[src/hw/rtl/frtc_pkg.sv]
// Shared types and constants of the firewall region table checker.
// Used by the region cell, the top level and the port checker.
package frtc_pkg;

   localparam int TABLE_DEPTH = 16;
   localparam int INST_CNT = 2;

   localparam int SLOT_W = (TABLE_DEPTH > 1) ? $clog2(TABLE_DEPTH) : 1;
   localparam int CNT_W = $clog2(TABLE_DEPTH + 1);
   localparam int LIM_W = 5;
   localparam int CMP_W = ((CNT_W > LIM_W) ? CNT_W : LIM_W) + 1;

   localparam int ADDR_W = 64;
   localparam int PROT_W = 32;
   localparam int REQ_W = 168;
   localparam int RSP_W = 8;

   typedef enum logic [2:0] {
      ST_OK             = 3'd0,
      ST_NO_INSTANCE    = 3'd1,
      ST_WRONG_INSTANCE = 3'd2,
      ST_INSTANCE_FULL  = 3'd3,
      ST_TABLE_FULL     = 3'd4,
      ST_OVERLAP        = 3'd5
   } status_type;

   typedef enum logic [2:0] {
      REG_BASE_A  = 3'd0,
      REG_SIZE_A  = 3'd1,
      REG_BASE_B  = 3'd2,
      REG_SIZE_B  = 3'd3,
      REG_GRAIN_A = 3'd4,
      REG_GRAIN_B = 3'd5,
      REG_LIMIT_A = 3'd6,
      REG_LIMIT_B = 3'd7
   } reg_index_type;

   localparam logic [1:0] WANT_ANY = 2'b11;

   typedef struct packed {
      logic [ADDR_W-1:0] start;
      logic [ADDR_W-1:0] stop;
      logic              inst;
   } query_type;

   typedef struct packed {
      logic              en;
      logic [SLOT_W-1:0] slot;
      logic [ADDR_W-1:0] start;
      logic [ADDR_W-1:0] stop;
      logic              inst;
      logic [PROT_W-1:0] prot;
   } write_type;

   typedef struct packed {
      logic valid;
      logic hit;
   } token_type;

endpackage

[src/hw/rtl/frtc_cell.sv]
// One table slot of the region chain: holds a stored region and checks the
// passing scan token against it. Depends on frtc_pkg.
module frtc_cell (
   input  logic                        clock,
   input  logic                        reset,
   input  logic [frtc_pkg::SLOT_W-1:0] cell_idx,
   input  logic [frtc_pkg::CNT_W-1:0]  used,
   input  frtc_pkg::query_type         query,
   input  frtc_pkg::write_type         wr,
   input  frtc_pkg::token_type         tok_in,
   output frtc_pkg::token_type         tok_out
);
   import frtc_pkg::*;

   logic [ADDR_W-1:0] start_ff;
   logic [ADDR_W-1:0] stop_ff;
   logic              inst_ff;
   logic [PROT_W-1:0] prot_ff;
   token_type         tok_ff;
   token_type         tok_in_next;
   logic              occupied;
   logic              hit_here;

   assign occupied = CNT_W'(cell_idx) < used;
   assign hit_here = occupied && (inst_ff == query.inst) &&
                     !((query.start >= stop_ff) || (start_ff >= query.stop));

   always_comb begin
      tok_in_next.valid = tok_in.valid;
      tok_in_next.hit   = tok_in.hit | (tok_in.valid & hit_here);
   end

   always_ff @(posedge clock) begin
      if (wr.en && (wr.slot == cell_idx)) begin
         start_ff <= wr.start;
         stop_ff  <= wr.stop;
         inst_ff  <= wr.inst;
         prot_ff  <= wr.prot;
      end
   end

   always_ff @(posedge clock) begin
      if (reset) begin
         tok_ff <= '0;
      end else begin
         tok_ff <= tok_in_next;
      end
   end

   assign tok_out = tok_ff;

endmodule

[config.mk]
export PLATFORM = sky130hd
export DESIGN_NAME = frtc_cell
export DESIGN_NICKNAME = d
export VERILOG_FILES = /design/src/hw/rtl/frtc_pkg.sv /design/src/hw/rtl/frtc_cell.sv
export SDC_FILE = /design/constraint.sdc
export NUM_CORES = 1
export LEC_CHECK = 0
export ABC_AREA = 1
export BUFFER_PORTS_ARGS = -buffer_cell sky130_fd_sc_hd__clkbuf_2
export CORE_UTILIZATION = 53
export DETAILED_ROUTE_END_ITERATION = 7
export PLACE_DENSITY_LB_ADDON = 0.08
export SYNTH_ARGS = -nofsm -noshare
export SYNTH_HDL_FRONTEND = slang
export SYNTH_SLANG_ARGS = --single-unit
export TNS_END_PERCENT = 10
[constraint.sdc]
create_clock -name clock -period 38.4 [get_ports clock]
set_input_delay 3.84 -clock clock [delete_from_list [all_inputs] [get_ports clock]]
set_output_delay 3.84 -clock clock [all_outputs]
set_load 0.01 [all_outputs]
* Yosys cells after proc, flatten, opt, wreduce, memory -nomap -nowiden
Index checks and enable logic that the tools add are counted.
** Cells by class
- Order comparisons :: 3
- Eq/ne operators :: 2
- Bitwise operators :: 2
- Reduce and logical (&&, ||, !) cells :: 5
** Operators by type and width (count)
- $ge 64x64->1 :: 2
- $lt 4x5->1 :: 1
- $eq 4x4->1 :: 1
- $logic_and 1x1->1 :: 3
- $and 1x1->1 :: 1
- $eq 1x1->1 :: 1
- $logic_not 1->1 :: 1
- $logic_or 1x1->1 :: 1
- $or 1x1->1 :: 1
** Storage, ports and cells
- Bits in registers :: 131
- Bits of input ports :: 308
- Output and inout bits :: 2
- Word-level logic and storage cells :: 17

* Depth between registers and ports, before layout
- Word-level depth :: 6
- Gate-level depth with buffers :: 16

* Least setup slack after synthesis
OpenSTA, ideal clock, no wires.
- Path type :: in2reg
- From :: input port cell_idx[0] (netlist name)
- To :: register inst_ff (enable)
- Library setup time :: 979 ps
- Arrival time :: 17203 ps
- Data required time :: 37421 ps
- Path slack :: 20218 ps
- Stages on the path :: 2
- Buffers on the path :: 0
- Cells stage by stage :: xor2_1 -> nor4b_1
** Between the ends
- Word-level cells in the longest chain between the ends :: 2
** Ends and longest elaborated chain
- start: declaration :: line frtc_cell.sv:6 : input logic [frtc_pkg::SLOT_W-1:0] cell_idx,
- $eq 4x4->1 :: line frtc_cell.sv:34 : if (wr.en && (wr.slot == cell_idx)) begin
- $logic_and 1x1->1 :: line frtc_cell.sv:34
- end signal: assignment :: line frtc_cell.sv:37 : inst_ff <= wr.inst;
- end: declaration :: line frtc_cell.sv:17 : logic inst_ff;
Every way passes these cells.
A chain may end at the register's enable or synchronous reset.

* Worst setup path in the final report
- From :: input port cell_idx[3] (netlist name)
- To :: register stop_ff[25] (enable)
** Between the ends
- Word-level cells in the longest chain between the ends :: 2
** Ends and longest elaborated chain
- $eq 4x4->1 :: line frtc_cell.sv:34
- $logic_and 1x1->1 :: line frtc_cell.sv:34
- end signal: assignment :: line frtc_cell.sv:36 : stop_ff <= wr.stop;
- end: declaration :: line frtc_cell.sv:16 : logic [ADDR_W-1:0] stop_ff;
Every way passes these cells.

==> summary.md <==
| Metric | Value |
|---|---|
| CTS H-tree lvls | 4 |
| Unrepaired setup endpoints after global routing | false |
| Final Hold Violating Endpoints | 0 |
| Nets | between 1500 and 2000 |
| Sequential area share after synthesis | about half |
| Leak | ~0.0053 uW |
| Die ar. | about 15000 sq um |
| YS warnings | 0 |
| Total CTS buffers | 17 |
| ANT cells | 0 |
| Final-report setup violation count | 0 |
| CTS tree | yes |
| Mapped Nets | between 1000 and 1500 |
| Hpwl dp | approximately 13000 um |
| Die span in x | approximately 120 um |
| Worst-Skew Late Latency | about 0.41 ns |
| CTS root buf | clkbuf_16 |
| Setup TNS | 0 ns |
| Critical path required time | about 38 ns |
| Clk pin slew, worst setup/hold paths | 0.05 ns |
| Largest fanout on the critical path | 74 |
| Vias/cell | roughly 4.6 |
| Total grt overflow | 0 |
| Worst slew pin tran | ~0.93 ns |
| Tcrit/Tclk final | ~16% |
| Critical Path AT | ~6 ns |
| Post-CTS Setup Bufs | 0 |
| Mapped cell area | around 7700 sq um |
| Worst slack at placement | 31.86 ns |
| DR pass1 iterations | 7 |
| DR WL/cell | around 13 um |
| Starting DRT DRC Count | approximately 260 |
| Number of I/O port buffers | between 200 and 300 |
| Fraction of layout cells with a size suffix above 1 | between 20% and 30% |
| Setup ws final | roughly 32 ns |
| Max-slew headroom | a little under two fifths |
| Layout Skew | roughly 0.006 ns |
| Clock Path Buffers | 2 |
| Initial core utilization | ~55% |
| Synthesized instance count | 776 |
| FF+latch count, synth | 131 |
| Hold Path Class | register to register |
| Most frequent cells in the layout | 277 x clkbuf_2, 186 x nand2_1, 184 x inv_1 |
| Synth Area per Inst | 9.88 sq um |
| Post-route ant nets | 0 |
| P per Cell Area | approximately 37 nW/um^2 |
| Maxcap violations | 0 |
| Post-CTS sizing | 0 |
| CP Launch Type | input pin |
| Area growth syn-to-layout | 28.8% |
| Largest net degree at the start of global routing | 75 |
| Drt total wl | about 16000 um |
| Ranking of synthesized cells by area | edfxtp_1 51%, ha_1 21%, nand2_1 9.1% |
| Commonest non-fill, non-tap cell in the layout | clkbuf_2 |
| Outcome | completed |
| Synth area leader | edfxtp_1 |
| Core Box Area | approximately 14000 sq um |
| Post-CTS Hold Fix Bufs | 0 |
| All-Layer GR Usage | between 20% and 30% |
| GP Congestion | 0.834 |
| Std cell rows | 43 |
| Ports | 310 |
| Die H | around 120 um |
| Pins over their slew limit | 0 |
| Crit path kind | input pin to register |
| Vias in the first global route | ~5700 |
| Crit end category | register |
| Final min period | between 6 and 7 ns |
| FMAX | around 0.16 GHz |
| Clock Sink Count | around 130 |
| First-pass GRT wire length | 25500 um |
| Count of cell types in the netlist | 26 |
| VDD IR max | 0.0306 mV |
| Antenna violations before repair | 0 |
| Via count | a little under 6000 |
| Yosys top cell area share | around half |
| Number of remaining DRC errors | 0 |
-- power by group --
group	internal, uW	switching [uW]	leakage [uW]	total [uW]
clock network	101	57.6	0.000276	159
registers	162	1.16	0.00118	164
logic	21.5	21.2	0.00386	42.7
-- sequential cells by signal (all words and copies together) (netlist names) --
signal    cells
start_ff     64
stop_ff      64
tok_out       2
inst_ff       1
-- worst paths after layout --
check                           depth (start not counted)    startpoint  slack, ns           to
worst max-delay path                                    6   cell_idx[3]      32.30  stop_ff[25]
worst max register to register                         12  start_ff[63]      36.60   tok_out[0]
worst min register to register                          6  start_ff[32]       0.92   tok_out[0]
worst min-delay path                                    6  start_ff[32]       0.92   tok_out[0]
-- per-layer routing --
metal  track usage, %  vias to the layer above  routed length [um]
li1                 -                     3101                   -
met1             24.1                     2543                6230
met2             41.6                      205                8270
met3             8.64                       27                1510
met4             8.38                        0                 414
met5                0                        -                   0
-- through the flow --
stage | total power [uW] | utilization (%) | cell area, sq um | std cells | hold WS (ns)
after floorplan | 190 | - | 7670 | 776 | 0.782
after global placement | 208 | 66.5 | 9300 | 1235 | 0.914
after global routing | 381 | 70.6 | 9880 | 1267 | 0.979
after detailed placement | 209 | 66.5 | 9300 | 1235 | 0.916
final | 365 | 70.6 | 9880 | 1267 | 0.917
after CTS | 368 | 70.6 | 9880 | 1267 | 0.928
-- layout make-up --
type	instances	area, sq um
inverters	186	698
multi-input cells	459	3060
repair buffers	279	1400
clock buffers	21	440
flip-flops and latches	131	3910
clock inverters	11	136
fillers	1141	4110
well taps	180	225
-- cells in the mapped netlist --
cell type    n
nand2_1    186
inv_1      184
ha_1       131
edfxtp_1   129
nor2_1      55
a21oi_1     44
a21o_1       8
nand3_1      6
nand4_1      5
nor2_2       3
o21ai_0      3
a21oi_2      2
dfxtp_1      2
inv_2        2
o21a_1       2
o21ai_1      2
xnor2_1      2
xor2_1       2
and2_0       1
and2_1       1
nand2_2      1
nand3_2      1
nor3_1       1
nor3_2       1
nor4b_1      1
o21bai_1     1
-- critical path, stage by stage --
cell      delay, ns
clkbuf_2       0.10
xnor2_1        0.26
nand2_1        0.13
nor4b_2        0.22
buf_4          0.64
buf_4          0.86
-- logic make-up after synthesis --
logic type / count (synthesis) / share of synthesized area (%)
AO/OA/AOI/OAI: 62 / 4.50
adder cells (fa/ha/maj): 131 / 21.4
flip-flops: 131 / 51.0
buffers and inverters: 186 / 9.10
XOR/XNOR: 4 / 0.457
AND/OR/NAND/NOR: 262 / 13.5
Power figures use the tool's default switching activity.
